`src/sv/lbr_pdiv.sv`:
```
// Pipelined restoring divider for the x and y maps, one bit per stage.
// Both dividends share a divisor; a sideband word travels alongside.
`timescale 1ns / 1ps
module lbr_pdiv #(
   parameter int NW     = 19,
   parameter int DW     = 11,
   parameter int SIDE_W = 8
) (
   input  logic              clock,
   input  logic              reset,
   input  logic              en,
   input  logic              in_valid,
   input  logic [SIDE_W-1:0] in_side,
   input  logic [NW-1:0]     in_dvd_x,
   input  logic [NW-1:0]     in_dvd_y,
   input  logic [DW-1:0]     divisor,
   output logic              out_valid,
   output logic [SIDE_W-1:0] out_side,
   output logic [NW-1:0]     out_q_x,
   output logic [NW-1:0]     out_q_y
);
   logic              v_ff    [NW];
   logic [SIDE_W-1:0] side_ff [NW];
   logic [DW-1:0]     rx_ff   [NW];
   logic [DW-1:0]     ry_ff   [NW];
   logic [NW-1:0]     dx_ff   [NW];
   logic [NW-1:0]     dy_ff   [NW];

   for (genvar s = 0; s < NW; s++) begin : g_stage
      logic              pv;
      logic [SIDE_W-1:0] pside;
      logic [DW-1:0]     prx, pry;
      logic [NW-1:0]     pdx, pdy;
      logic [DW:0]       tx, ty;
      logic              bx, by;

      // Select the previous stage or the input
      if (s == 0) begin : g_first
         assign pv    = in_valid;
         assign pside = in_side;
         assign prx   = '0;
         assign pry   = '0;
         assign pdx   = in_dvd_x;
         assign pdy   = in_dvd_y;
      end else begin : g_next
         assign pv    = v_ff[s-1];
         assign pside = side_ff[s-1];
         assign prx   = rx_ff[s-1];
         assign pry   = ry_ff[s-1];
         assign pdx   = dx_ff[s-1];
         assign pdy   = dy_ff[s-1];
      end

      assign tx = {prx, pdx[NW-1]};
      assign ty = {pry, pdy[NW-1]};
      assign bx = tx >= {1'b0, divisor};
      assign by = ty >= {1'b0, divisor};

      always_ff @(posedge clock) begin
         if (reset) begin
            v_ff[s] <= 1'b0;
         end else if (en) begin
            v_ff[s] <= pv;
         end
         if (en) begin
            side_ff[s] <= pside;
            rx_ff[s]   <= bx ? DW'(tx - {1'b0, divisor}) : DW'(tx);
            ry_ff[s]   <= by ? DW'(ty - {1'b0, divisor}) : DW'(ty);
            dx_ff[s]   <= {pdx[NW-2:0], bx};
            dy_ff[s]   <= {pdy[NW-2:0], by};
         end
      end
   end

   assign out_valid = v_ff[NW-1];
   assign out_side  = side_ff[NW-1];
   assign out_q_x   = dx_ff[NW-1];
   assign out_q_y   = dy_ff[NW-1];
endmodule

```
`config.mk`:
```
export PLATFORM = sky130hd
export DESIGN_NAME = lbr_pdiv
export DESIGN_NICKNAME = d
export VERILOG_FILES = /design/src/sv/lbr_pdiv.sv
export SDC_FILE = /design/constraint.sdc
export NUM_CORES = 2
export LEC_CHECK = 0
export BUFFER_PORTS_ARGS = -buffer_cell sky130_fd_sc_hd__buf_2
export CORE_AREA = 2 2 454 456
export CTS_CLUSTER_SIZE = 40
export DETAILED_ROUTE_END_ITERATION = 10
export DIE_AREA = 0 0 456 458
export HOLD_SLACK_MARGIN = 0.03
export PLACE_DENSITY = 0.55
export SLEW_MARGIN = 25
export SYNTH_ARGS = -nofsm -noshare
export SYNTH_HDL_FRONTEND = slang
export SYNTH_SLANG_ARGS = --single-unit
```
`constraint.sdc`:
```
create_clock -name clock -period 8.5 [get_ports clock]
set_input_delay 1.7 -clock clock [delete_from_list [all_inputs] [get_ports clock]]
set_output_delay 1.7 -clock clock [all_outputs]
set_load 0.1 [all_outputs]
```
==> metrics <==
overall die height=458 um; PwrDens=343.8 nW/um^2; LEAKAGE=0.02597 uW; CP Cell Sequence=buf_2 > buf_4 > ha_1 > fa_1 > nor2b_1 > o21ai_1 > nand2b_1 > a41o_1 > a21oi_1 > o31ai_2 > buf_4 > mux2_2; Crit path top cell by count=buf_4; EDFF count, synth=1289; Synth async-reset ratio=0; WL/cell=16.03 um; Crit path max-delay family=buffers and inverters; Max Clock Freq=229.3 MHz; CTS root buf=clkbuf_16; arrival time at the worst endpoint=4890 ps; final hold vios=0; design area=69830 um^2; vias in the first global route=34737; Worst Hold Path EP=dy_ff[11][6]; Setup Skew=66.49 ps; final net count=4918; clock tree from TritonCTS=done; 1st-iter DRT viols=2076; Post-synth top flop=edfxtp_1; Worst Setup End Kind=register; H-tree levels=4; row count=166; Synth Area in Adders=0.09333; setup bufs post-CTS=0; IO buf count=107; Placer Congestion=0.8317; max_cap viols=0; grt ovf=0; routed vias=33957; Reg clk slew, reported paths=60 ps; DP Area=64890 um^2; P&R area growth vs syn=14.63%; hold depth=0; Startpoint Class=input port; initial core utilization=0.2990; worst skew pair latency=790 ps; per-instance average area after synthesis=14.59 um^2; share of cells above drive strength 1=0.1296; r2r startpoint=dx_ff[6][18]; largest family of logic cells by synthesized area=adder cells; critical path depth=12; Cells after Synth=4174; Synth Area in XOR/XNOR=0.03163; placed insts=6962; final non-filler cell total=7225; register bit total from synthesis=1289; Antenna Nets Post-Route=0; Finished Core Util=0.3427; Post-CTS Hold Fix Bufs=0; post-synthesis mux area share=0.06893; Final Cycle Share=0.5131; RSZ-0062 raised after global routing=false; worst relative slew slack=0.3085; Worst R2R End=rx_ff[7][2]; Hold Path Origin=dy_ff[10][5]; drt pass-1 iters=5; post-CTS resize count=0; die width=456 um; post-synthesis cell area=60920 um^2; worst slew pin tran=1037 ps; slowest stage delay, CP=540 ps; first-pass GRT wire length=185500 um; critical path data required time=9030 ps; worst reg2reg setup slack=5390 ps; R2R cell count=11; I/O pin total=108; Tmin final=4361 ps; Tot GR Track Use=0.1102; Inserted Clock Buffers=147; clock sink count=1289; Syn Nets=4669; CTS max path bufs=3; Final Slew Violations=0; Synth Area in Compound Gates=0.09089; Post-DP HPWL=74440 um; peak fanout along the critical path=14; Setup CP Type=input port to register; slowest CP cell=o31ai_2; Buf+Inv Stages, Crit Path=3; Synth Warn #=0; DR vias/cell=4.700; Distinct cells, synth=67; Max IR drop VDD=204.2 uV; setup_tns=0 ps; Simple-Gate Fraction of Synth Area=0.06445; DRC viols=0; sequential area share after synthesis=0.6354; setup violators final=0; HP Class=register to register; status=completed; Routed WL=115800 um; core area=203800 um^2; initial antenna violation count=2; largest net degree at the start of global routing=169; Die ar.=208800 um^2
-- per-stage QoR --
stage	power (uW)	hold WS [ps]	worst slack, ps
floorplan	15990	400.3	4146
global placement	17540	400.3	3148
detailed placement	17730	404.5	3098
CTS	24300	363.4	3970
global route	25660	382.4	3999
finish	24010	368.0	4139
-- sequential cells by signal, indices dropped and copies added (netlist names) --
name     flops
rx_ff      198
side_ff    152
dy_ff      361
dx_ff      361
v_ff        19
ry_ff      198
-- kinds of logic after synthesis --
| group | Yosys count |
|---|---|
| flops | 1289 |
| compound gates | 868 |
| simple gates | 812 |
| fa+ha+maj | 434 |
| mux | 352 |
| xor+xnor | 220 |
| buf+inv | 199 |
-- cell usage after synthesis (13+ instances only) --
master,number,share of area
nand2_1,252,0.016
a21oi_1,302,0.025
o21ai_1,23,0.0019
a21o_1,69,0.0085
buf_4,13,0.0016
ha_1,400,0.082
o21a_1,17,0.0021
o311ai_0,22,0.0032
nand2b_1,32,0.0033
nand4_1,37,0.0038
nor2_1,222,0.014
edfxtp_1,1289,0.64
clkbuf_1,13,0.00080
o211ai_1,52,0.0064
mux2_1,121,0.022
and3_1,34,0.0035
buf_6,18,0.0033
a211oi_1,28,0.0035
mux2i_1,67,0.011
o31ai_2,13,0.0027
nor2b_1,65,0.0067
a31oi_1,17,0.0017
a41o_1,30,0.0049
mux2_4,85,0.021
o21ai_2,15,0.0022
a311o_1,17,0.0028
xnor2_1,174,0.025
inv_1,149,0.0092
nor3_1,27,0.0022
nand3_1,40,0.0033
fa_1,34,0.011
nand3b_1,41,0.0051
or3_1,15,0.0015
xor2_1,46,0.0066
mux2_2,79,0.015
o21ai_0,185,0.015
o21bai_1,17,0.0021
and2_1,21,0.0022
-- power by group --
part | switching (uW) | internal [uW] | total [uW]
Sequential | 582 | 8760 | 9340
Combinational | 4290 | 4000 | 8290
Clock | 2650 | 3730 | 6380
Total | 7520 | 16500 | 24000
-- worst reg2reg max path, stage by stage (launching register included) --
cell	delay, ps
edfxtp_1	330
inv_1	60
ha_1	210
fa_1	400
nor2b_1	150
o21ai_1	70
nand2b_1	180
a41o_1	170
a21oi_1	100
o31ai_2	540
buf_4	320
mux2_2	360
-- routing by layer --
layer	up-vias	track usage	wire (um)
li1	16664	-	-
met1	16482	0.1346	50850
met2	538	0.1904	56940
met3	273	0.02220	4046
met4	0	0.04328	3988
met5	-	0	0
-- worst max path at each step --
stage | startpoint | endpoint | slack [ps]
after floorplan | divisor[1] | rx_ff[3][9] | 4150
after global placement | divisor[0] | rx_ff[3][7] | 3150
after detailed placement | divisor[0] | rx_ff[3][3] | 3100
after CTS | divisor[0] | rx_ff[3][7] | 3970
after global routing | divisor[1] | rx_ff[3][9] | 4000
final | divisor[0] | rx_ff[7][2] | 4140
-- cell type report --
| type | instances | area [um^2] |
|---|---|---|
| Clock buffer | 168 | 3800 |
| Tap cell | 2688 | 3363 |
| Clock inverter | 94 | 1092 |
| Timing Repair Buffer | 149 | 918.4 |
| Antenna cell | 1 | 2.502 |
| Multi-Input combinational cell | 2686 | 21380 |
| Inverter | 150 | 563.0 |
| Fill cell | 19478 | 133900 |
| Sequential cell | 1289 | 38710 |
-- placed cells by master (no fill, tap or decap), drive strengths merged, types with 30 or more instances in the layout --
| cell type | n |
|---|---|
| nand2 | 252 |
| a21o | 69 |
| a41o | 30 |
| xor2 | 46 |
| ha | 400 |
| buf | 149 |
| nand3b | 41 |
| nand3 | 40 |
| inv | 155 |
| edfxtp | 1289 |
| nor2b | 66 |
| a21oi | 303 |
| and3 | 34 |
| nor2 | 222 |
| o211ai | 53 |
| o21ai | 223 |
| nand2b | 39 |
| fa | 34 |
| xnor2 | 174 |
| nand4 | 37 |
| clkbuf | 168 |
| mux2i | 67 |
| clkinv | 68 |
| mux2 | 285 |
(Power assumes the default switching activity.)
