`config.mk`:
```
export PLATFORM = sky130hd
export DESIGN_NAME = lbr_geom
export DESIGN_NICKNAME = d
export VERILOG_FILES = /design/src/sv/lbr_pkg.sv /design/src/sv/lbr_idiv.sv /design/src/sv/lbr_geom.sv
export SDC_FILE = /design/constraint.sdc
export NUM_CORES = 1
export LEC_CHECK = 0
export BUFFER_PORTS_ARGS = -buffer_cell sky130_fd_sc_hd__buf_4
export CELL_PAD_IN_SITES_DETAIL_PLACEMENT = 2
export CELL_PAD_IN_SITES_GLOBAL_PLACEMENT = 2
export CORE_UTILIZATION = 36
export CTS_CLUSTER_DIAMETER = 50
export DETAILED_ROUTE_END_ITERATION = 8
export GPL_TIMING_DRIVEN = 1
export PLACE_DENSITY_LB_ADDON = 0.1
export SLEW_MARGIN = 30
export SYNTH_ARGS = -nofsm -noshare
export SYNTH_HDL_FRONTEND = slang
export SYNTH_HIERARCHICAL = 1
export SYNTH_SLANG_ARGS = --single-unit
```
`constraint.sdc`:
```
create_clock -name clock -period 6.1 [get_ports clock]
set_clock_uncertainty 0.15 [all_clocks]
set_input_delay 0.61 -clock clock [delete_from_list [all_inputs] [get_ports clock]]
set_output_delay 0.61 -clock clock [all_outputs]
set_load 0.03 [all_outputs]
```
`src/sv/lbr_pkg.sv`:
```
// Shared types and constants of the letterbox nearest-neighbor resize block.
// Used by lbr_geom, letterbox_nearest_resize and the testbench.
`timescale 1ns / 1ps
package lbr_pkg;

   // Field and datapath widths
   localparam int SRC_W = 9;           // source size registers
   localparam int DST_W = 11;          // target size registers
   localparam int POS_W = 10;          // col and row
   localparam int PIX_W = 8;           // one color byte
   localparam int CH_W  = 16;          // one normalized channel
   localparam int NUM_W = 11;          // scale numerator
   localparam int DEN_W = 9;           // scale denominator
   localparam int RSZ_W = 11;          // resized size
   localparam int PAD_W = 10;          // pad
   localparam int MAP_W = POS_W + DEN_W;   // position times denominator
   localparam int GN_W  = 20;          // geometry dividend 2*s*num+den
   localparam int GD_W  = DEN_W + 1;   // geometry divisor 2*den
   localparam int PROD_W = DST_W + SRC_W;
   localparam int CSR_IDX_W = 2;
   localparam int CSR_DATA_W = DST_W;

   // Register indexes
   localparam logic [CSR_IDX_W-1:0] CSR_SRC_WIDTH  = 2'd0;
   localparam logic [CSR_IDX_W-1:0] CSR_SRC_HEIGHT = 2'd1;
   localparam logic [CSR_IDX_W-1:0] CSR_DST_WIDTH  = 2'd2;
   localparam logic [CSR_IDX_W-1:0] CSR_DST_HEIGHT = 2'd3;

   // Request kinds
   localparam logic REQ_LOAD = 1'b0;
   localparam logic REQ_READ = 1'b1;

   // Geometry sequencer states
   typedef enum logic [5:0] {
      ST_IDLE = 6'b000001,
      ST_CMP  = 6'b000010,
      ST_SEL  = 6'b000100,
      ST_MUL  = 6'b001000,
      ST_DIV  = 6'b010000,
      ST_PAD  = 6'b100000
   } state_type;

   // Letterbox geometry plus the clamped live sizes
   typedef struct packed {
      logic [NUM_W-1:0] num;
      logic [DEN_W-1:0] den;
      logic [RSZ_W-1:0] rw;
      logic [RSZ_W-1:0] rh;
      logic [PAD_W-1:0] pl;
      logic [PAD_W-1:0] pt;
      logic [SRC_W-1:0] sw;
      logic [SRC_W-1:0] sh;
      logic [DST_W-1:0] dw;
      logic [DST_W-1:0] dh;
   } geom_type;

   // Per-transaction sideband that rides along the mapping pipeline
   typedef struct packed {
      logic             rd;    // read (else load)
      logic             ok;    // read inside window, or load inside source
      logic [POS_W-1:0] col;
      logic [POS_W-1:0] row;
      logic [PIX_W-1:0] blue;
      logic [PIX_W-1:0] green;
      logic [PIX_W-1:0] red;
   } side_type;

endpackage

```
`src/sv/lbr_idiv.sv`:
```
// Iterative restoring divider, one quotient bit per cycle.
// Used by lbr_geom; no package dependencies.
`timescale 1ns / 1ps
module lbr_idiv #(
   parameter int NW = 20,
   parameter int DW = 10
) (
   input  logic          clock,
   input  logic          reset,
   input  logic          start,
   input  logic [NW-1:0] dividend,
   input  logic [DW-1:0] divisor,
   output logic          done,
   output logic [NW-1:0] quotient
);
   localparam int CNT_W = $clog2(NW + 1);

   logic              run_ff, run_in;
   logic [CNT_W-1:0]  cnt_ff, cnt_in;
   logic [DW-1:0]     rem_ff, rem_in;
   logic [NW-1:0]     dvd_ff, dvd_in;
   logic [DW:0]       trial;
   logic              qbit;

   // One compare and subtract step
   always_comb begin
      trial  = {rem_ff, dvd_ff[NW-1]};
      qbit   = trial >= {1'b0, divisor};
      run_in = run_ff;
      cnt_in = cnt_ff;
      rem_in = rem_ff;
      dvd_in = dvd_ff;
      if (start) begin
         run_in = 1'b1;
         cnt_in = CNT_W'(NW);
         rem_in = '0;
         dvd_in = dividend;
      end else if (run_ff) begin
         rem_in = qbit ? DW'(trial - {1'b0, divisor}) : DW'(trial);
         dvd_in = {dvd_ff[NW-2:0], qbit};
         cnt_in = cnt_ff - 1'b1;
         if (cnt_ff == CNT_W'(1)) run_in = 1'b0;
      end
   end

   always_ff @(posedge clock) begin
      if (reset) begin
         run_ff <= 1'b0;
         cnt_ff <= '0;
      end else begin
         run_ff <= run_in;
         cnt_ff <= cnt_in;
      end
      rem_ff <= rem_in;
      dvd_ff <= dvd_in;
   end

   assign done     = !run_ff && !start;
   assign quotient = dvd_ff;
endmodule

```
`src/sv/lbr_geom.sv`:
```
// Size registers and the letterbox geometry sequencer.
// Depends on lbr_pkg and lbr_idiv.
`timescale 1ns / 1ps
module lbr_geom
   import lbr_pkg::*;
#(
   parameter int MAX_SRC_WIDTH  = 256,
   parameter int MAX_SRC_HEIGHT = 256,
   parameter int MAX_DST_WIDTH  = 1024,
   parameter int MAX_DST_HEIGHT = 1024
) (
   input  logic                  clock,
   input  logic                  reset,
   input  logic                  csr_wen,
   input  logic [CSR_IDX_W-1:0]  csr_index,
   input  logic [CSR_DATA_W-1:0] csr_wdata,
   output logic                  busy,
   output geom_type              geom
);
   logic [SRC_W-1:0] src_w_ff, src_h_ff;
   logic [DST_W-1:0] dst_w_ff, dst_h_ff;
   logic [SRC_W-1:0] sw, sh;
   logic [DST_W-1:0] dw, dh;
   state_type        state_ff, state_in;
   logic [PROD_W-1:0] prod_h_ff, prod_w_ff;
   logic [NUM_W-1:0] num_ff;
   logic [DEN_W-1:0] den_ff;
   logic [RSZ_W-1:0] rw_ff, rh_ff;
   logic [PAD_W-1:0] pl_ff, pt_ff;
   logic             start, done_w, done_h;
   logic [GN_W-1:0]  dvd_w, dvd_h, q_w, q_h;
   logic [GD_W-1:0]  dvs;

   // Clamp live registers into their legal ranges
   always_comb begin
      sw = (src_w_ff == '0) ? SRC_W'(1) :
           (src_w_ff > MAX_SRC_WIDTH)  ? SRC_W'(MAX_SRC_WIDTH)  : src_w_ff;
      sh = (src_h_ff == '0) ? SRC_W'(1) :
           (src_h_ff > MAX_SRC_HEIGHT) ? SRC_W'(MAX_SRC_HEIGHT) : src_h_ff;
      dw = (dst_w_ff == '0) ? DST_W'(1) :
           (dst_w_ff > MAX_DST_WIDTH)  ? DST_W'(MAX_DST_WIDTH)  : dst_w_ff;
      dh = (dst_h_ff == '0) ? DST_W'(1) :
           (dst_h_ff > MAX_DST_HEIGHT) ? DST_W'(MAX_DST_HEIGHT) : dst_h_ff;
   end

   // Resized size per axis: (2*s*num + den) / (2*den)
   assign start = state_ff == ST_MUL;
   assign dvd_w = GN_W'({sw, 1'b0} * num_ff) + GN_W'(den_ff);
   assign dvd_h = GN_W'({sh, 1'b0} * num_ff) + GN_W'(den_ff);
   assign dvs   = {den_ff, 1'b0};

   lbr_idiv #(.NW(GN_W), .DW(GD_W)) u_div_w (
      .clock(clock), .reset(reset), .start(start), .dividend(dvd_w),
      .divisor(dvs), .done(done_w), .quotient(q_w)
   );
   lbr_idiv #(.NW(GN_W), .DW(GD_W)) u_div_h (
      .clock(clock), .reset(reset), .start(start), .dividend(dvd_h),
      .divisor(dvs), .done(done_h), .quotient(q_h)
   );

   // Advance the sequencer; any register write restarts it
   always_comb begin
      state_in = state_ff;
      case (state_ff)
         ST_IDLE: state_in = ST_IDLE;
         ST_CMP:  state_in = ST_SEL;
         ST_SEL:  state_in = ST_MUL;
         ST_MUL:  state_in = ST_DIV;
         ST_DIV:  if (done_w && done_h) state_in = ST_PAD;
         ST_PAD:  state_in = ST_IDLE;
         default: state_in = ST_CMP;
      endcase
      if (csr_wen) state_in = ST_CMP;
   end

   always_ff @(posedge clock) begin
      if (reset) begin
         state_ff <= ST_CMP;
         src_w_ff <= SRC_W'(256);
         src_h_ff <= SRC_W'(256);
         dst_w_ff <= DST_W'(640);
         dst_h_ff <= DST_W'(640);
         num_ff   <= NUM_W'(1);
         den_ff   <= DEN_W'(1);
         rw_ff    <= '0;
         rh_ff    <= '0;
         pl_ff    <= '0;
         pt_ff    <= '0;
      end else begin
         state_ff <= state_in;
         // Take register writes
         if (csr_wen) begin
            case (csr_index)
               CSR_SRC_WIDTH:  src_w_ff <= csr_wdata[SRC_W-1:0];
               CSR_SRC_HEIGHT: src_h_ff <= csr_wdata[SRC_W-1:0];
               CSR_DST_WIDTH:  dst_w_ff <= csr_wdata[DST_W-1:0];
               CSR_DST_HEIGHT: dst_h_ff <= csr_wdata[DST_W-1:0];
               default: ;
            endcase
         end
         // Pick the smaller ratio, height on a tie
         if (state_ff == ST_SEL) begin
            if (prod_h_ff <= prod_w_ff) begin
               num_ff <= NUM_W'(dh);
               den_ff <= DEN_W'(sh);
            end else begin
               num_ff <= NUM_W'(dw);
               den_ff <= DEN_W'(sw);
            end
         end
         // Clamp resized sizes to the target
         if (state_ff == ST_DIV && done_w && done_h) begin
            rw_ff <= (q_w > GN_W'(dw)) ? RSZ_W'(dw) : q_w[RSZ_W-1:0];
            rh_ff <= (q_h > GN_W'(dh)) ? RSZ_W'(dh) : q_h[RSZ_W-1:0];
         end
         // Split the slack
         if (state_ff == ST_PAD) begin
            pl_ff <= PAD_W'((RSZ_W'(dw) - rw_ff) >> 1);
            pt_ff <= PAD_W'((RSZ_W'(dh) - rh_ff) >> 1);
         end
      end
      // Cross products for the ratio compare
      if (state_ff == ST_CMP) begin
         prod_h_ff <= dh * sw;
         prod_w_ff <= dw * sh;
      end
   end

   assign busy = state_ff != ST_IDLE;

   always_comb begin
      geom.num = num_ff;
      geom.den = den_ff;
      geom.rw  = rw_ff;
      geom.rh  = rh_ff;
      geom.pl  = pl_ff;
      geom.pt  = pt_ff;
      geom.sw  = sw;
      geom.sh  = sh;
      geom.dw  = dw;
      geom.dh  = dh;
   end
endmodule

```
==> results by group <==
Outcome
  – Status: complete, no violations

Worst setup path
  – R2R setup slack: 0.17 ns
  – Path depth of the worst reg2reg path: 24
  – Crit path kind: flop to flop
  – Crit path max fanout: 8
  – Reg-to-reg critical path startpoint: src_h_ff[7]
  – R2R Path End: u_div_h/quotient[14]
  – Crit. End Element: flop
  – CP required: 6.26 ns
  – Data arrival time at the worst-slack endpoint: 6.08 ns
  – Worst Setup Start Kind: flop

Hold path
  – Worst Hold Endpoint: dst_w_ff[9]
  – Worst hold stages: 3
  – Worst Hold Launch: csr_wdata[9]
  – Worst hold path type: input pin to flop

CTS
  – Total clock sinks: 220
  – Cts hold-fix bufs: 0
  – Clk_lat worst skew: 0.58 ns
  – CTS H-tree lvls: 2
  – Clk slew on worst S/H paths: 0.06 ns
  – Inserted Clock Buffers: 42
  – Clock buffer depth: 3
  – CTS root buf: clkbuf_16
  – CTS tree: yes

STA
  – Slew Limit Headroom: 35.0%
  – Setup TNS Final: 0 ns
  – Final hold vios: 0
  – Slew @ Worst Pin: 0.969 ns
  – Max Fclk: 169 MHz
  – Crit share post-route: 97.2%
  – Final count of pins violating max slew: 0
  – Setup Viol. Count Final: 0
  – Min Clock Period, post-route: 5.93 ns

Power
  – Switch Pwr: 1540 µW
  – Register share of total power: 33.7%
  – Int Power: 3380 µW
  – LEAKAGE: 0.0143 µW
  – VDD IR-drop max: 0.000179 V
  – Gate power share: 18.3%
  – Power Dens Cells: 164 nW/µm²
  – Clk pwr share: 48.0%
  – Switching share of power: 31.2%

Synthesis
  – Count of cell types in the netlist: 83
  – Post-Synth Adder-Cell Area: 33.9%
  – Commonest cells in the netlist: inv_1, nand2_1, fa_1, ha_1, a21oi_1
  – Post-synth top area share: 21.0%
  – Yosys reg bits: 220
  – Most used flip-flop cell after synthesis: dfxtp_1
  – Post-synthesis xor/xnor area fraction: 4.57%
  – Synthesized area: 24800 µm²
  – Syn_area_per_cell: 8.78 µm²
  – Sequential fraction of the synthesis area: 21.0%
  – Async SR Flop Fraction: 0%
  – Gate Count Post-Synth: 2829
  – EDFF count, synth: 80
  – Compound-gate portion of the synthesized area: 10.4%
  – Simple-gate share of the synthesized area: 17.2%
  – Mux cell area share after synthesis: 4.38%
  – Synth area leaders: fa_1, ha_1, dfxtp_1
  – Largest family of logic cells by synthesized area: adder cells
  – Post-synth top area cell: fa_1
  – Synth warn: 6
  – Top-count cell post-synth: inv_1

Placed design
  – Port bufs: 118
  – Final GP Congestion: 0.853
  – Placed Area: 28000 µm²
  – Placed Cells incl. Taps: 3905
  – Detailed Place HPWL: 76900 µm

Finish
  – Layout Area Growth over Synthesis: 20.9%
  – Final Non-Filler Cells: 4005
  – Share of layout cells above drive strength 1: 18.2%
  – Final nets: 3630
  – Post-Route Utilization: 44.3%
  – Fin area: 30000 µm²

Job
  – Max-Cap Viols: 0

Floorplanning
  – Die area: 70000 µm²
  – Initial cell density of the core: 36.7%
  – Die W: 265 µm
  – Number of I/O pins: 119
  – Chip Height: 265 µm
  – Floorplan row count: 95
  – Core box area: 67800 µm²

Detailed routing
  – TritonRoute pass-1 iters: 5
  – Number of remaining DRC errors: 0
  – Routed wire length: 96500 µm
  – Initial DRC Count: 921
  – Via density: 5.34
  – WL/cell: 24.1 µm
  – Final ANT Viol Nets: 0
  – DR vias: 21388

Global routing
  – First-pass GRT wire length: 147000 µm
  – Number of global-route vias before repair: 24622
  – Initial antenna violation count: 4
  – GRT overflow: 0
  – Tot GR Track Use: 27.6%
  – Largest net degree at the start of global routing: 62
sequential cells by signal (all words and copies together) (netlist names), 5 cells and up:
name and count:
prod_h_ff 20, prod_w_ff 20, u_div_h/quotient 20, u_div_w/quotient 20, dst_h_ff 11, dst_w_ff 11
num_ff 11, rh_ff 11, rw_ff 11, pl_ff 10, pt_ff 10, u_div_h/rem_ff 10
u_div_w/rem_ff 10, den_ff 9, src_h_ff 9, src_w_ff 9, state_ff 6, u_div_h/cnt_ff 5
u_div_w/cnt_ff 5
cell families (layout without fill, tap and decap cells):
family / count (synthesis) / count (layout)
AO/OA/AOI/OAI: 407 / 407
multiplexers: 104 / 104
other: 1 / 3
flip-flops: 220 / 220
buffers and inverters: 556 / 857
XOR/XNOR: 128 / 128
adder cells (fa/ha/maj): 516 / 516
AND/OR/NAND/NOR: 897 / 897
layout make-up:
cell class              instances  area, µm²
well taps                     873       1090
multi-input cells            2054      18000
clock inverters                29        269
fillers                      7409      37700
inverters                     433       1640
flip-flops and latches        220       5220
clock buffers                  48       1120
diodes                          1       2.50
repair buffers                347       2710
per-layer routing:
metal	global-route usage (%)	share of wire (%)	vias up
li1	-	-	9746
met5	0	0	-
met4	8.67	3.0	0
met1	33.4	42	11166
met2	51.3	52	333
met3	2.63	3.1	143
critical path, cell delays in order (launching register included):
cell and delay [ns]:
dfxtp_2 0.34, nor4_4 0.28, a21oi_2 0.12, nor2_4 0.17, buf_12 0.14, nand2_1 0.09
fa_1 0.53, inv_1 0.05, ha_1 0.29, ha_1 0.29, inv_1 0.06, fa_1 0.49
inv_1 0.11, ha_4 0.15, inv_2 0.04, fa_2 0.41, xnor2_2 0.17, ha_2 0.21
or3_4 0.40, o211a_1 0.23, o2111a_1 0.27, nand3_2 0.09, mux2i_2 0.23, xnor2_1 0.11
mux2_2 0.26
through the flow:
stage               total power, µW  setup slack, ns  hold WS, ns
finish                         4920            0.173        0.144
detailed placement             2560           -0.120        0.302
global placement               2510           0.0439        0.298
global route                   5110          -0.0678        0.156
CTS                            4950          -0.0349        0.120
floorplan                      2230        -0.000933        0.286
power groups by stage:
| stage | Combinational [µW] | Clock [µW] | Sequential, µW |
|---|---|---|---|
| after global placement | 832 | 0 | 1680 |
| after floorplan | 564 | 0 | 1660 |
| final | 899 | 2360 | 1660 |
| after CTS | 889 | 2410 | 1660 |
| after global routing | 983 | 2460 | 1660 |
| after detailed placement | 875 | 0 | 1680 |
placed cells by master, fill, tap and decap left out, types with 44 or more instances in the layout:
master     Yosys  layout
inv_1        416     412
nand2_1      380     379
buf_4          1     337
fa_1         260     258
ha_1         256     245
nor2_1       154     150
a21oi_1      156     150
and2_1       135     135
dfxtp_1      140     131
xnor2_1       93      89
edfxtp_1      80      80
o21ai_0       83      78
mux2i_1       66      65
clkbuf_16      0      44
timing repair:
item                                    in CTS  in global routing
pin swaps                                    5                 41
resized for setup                           18                 77
endpoints found under the setup margin       9                 29
gates cloned                                 0                  1
hold endpoints to repair                     0                  0
buffers inserted                             3                 18
how the worst max path moves through the flow:
stage | endpoint | slack (ns) | startpoint | cells after the start
finish | u_div_h/quotient[14] | 0.17 | src_h_ff[7] | 24
global route | u_div_w/quotient[18] | -0.07 | src_w_ff[6] | 24
CTS | prod_h_ff[19] | -0.03 | src_w_ff[2] | 22
detailed placement | u_div_w/quotient[19] | -0.12 | src_w_ff[8] | 20
global placement | u_div_w/quotient[19] | 0.04 | src_w_ff[8] | 20
floorplan | u_div_w/quotient[19] | -0.0009 | src_w_ff[8] | 21
Power figures use the tool's default switching activity.
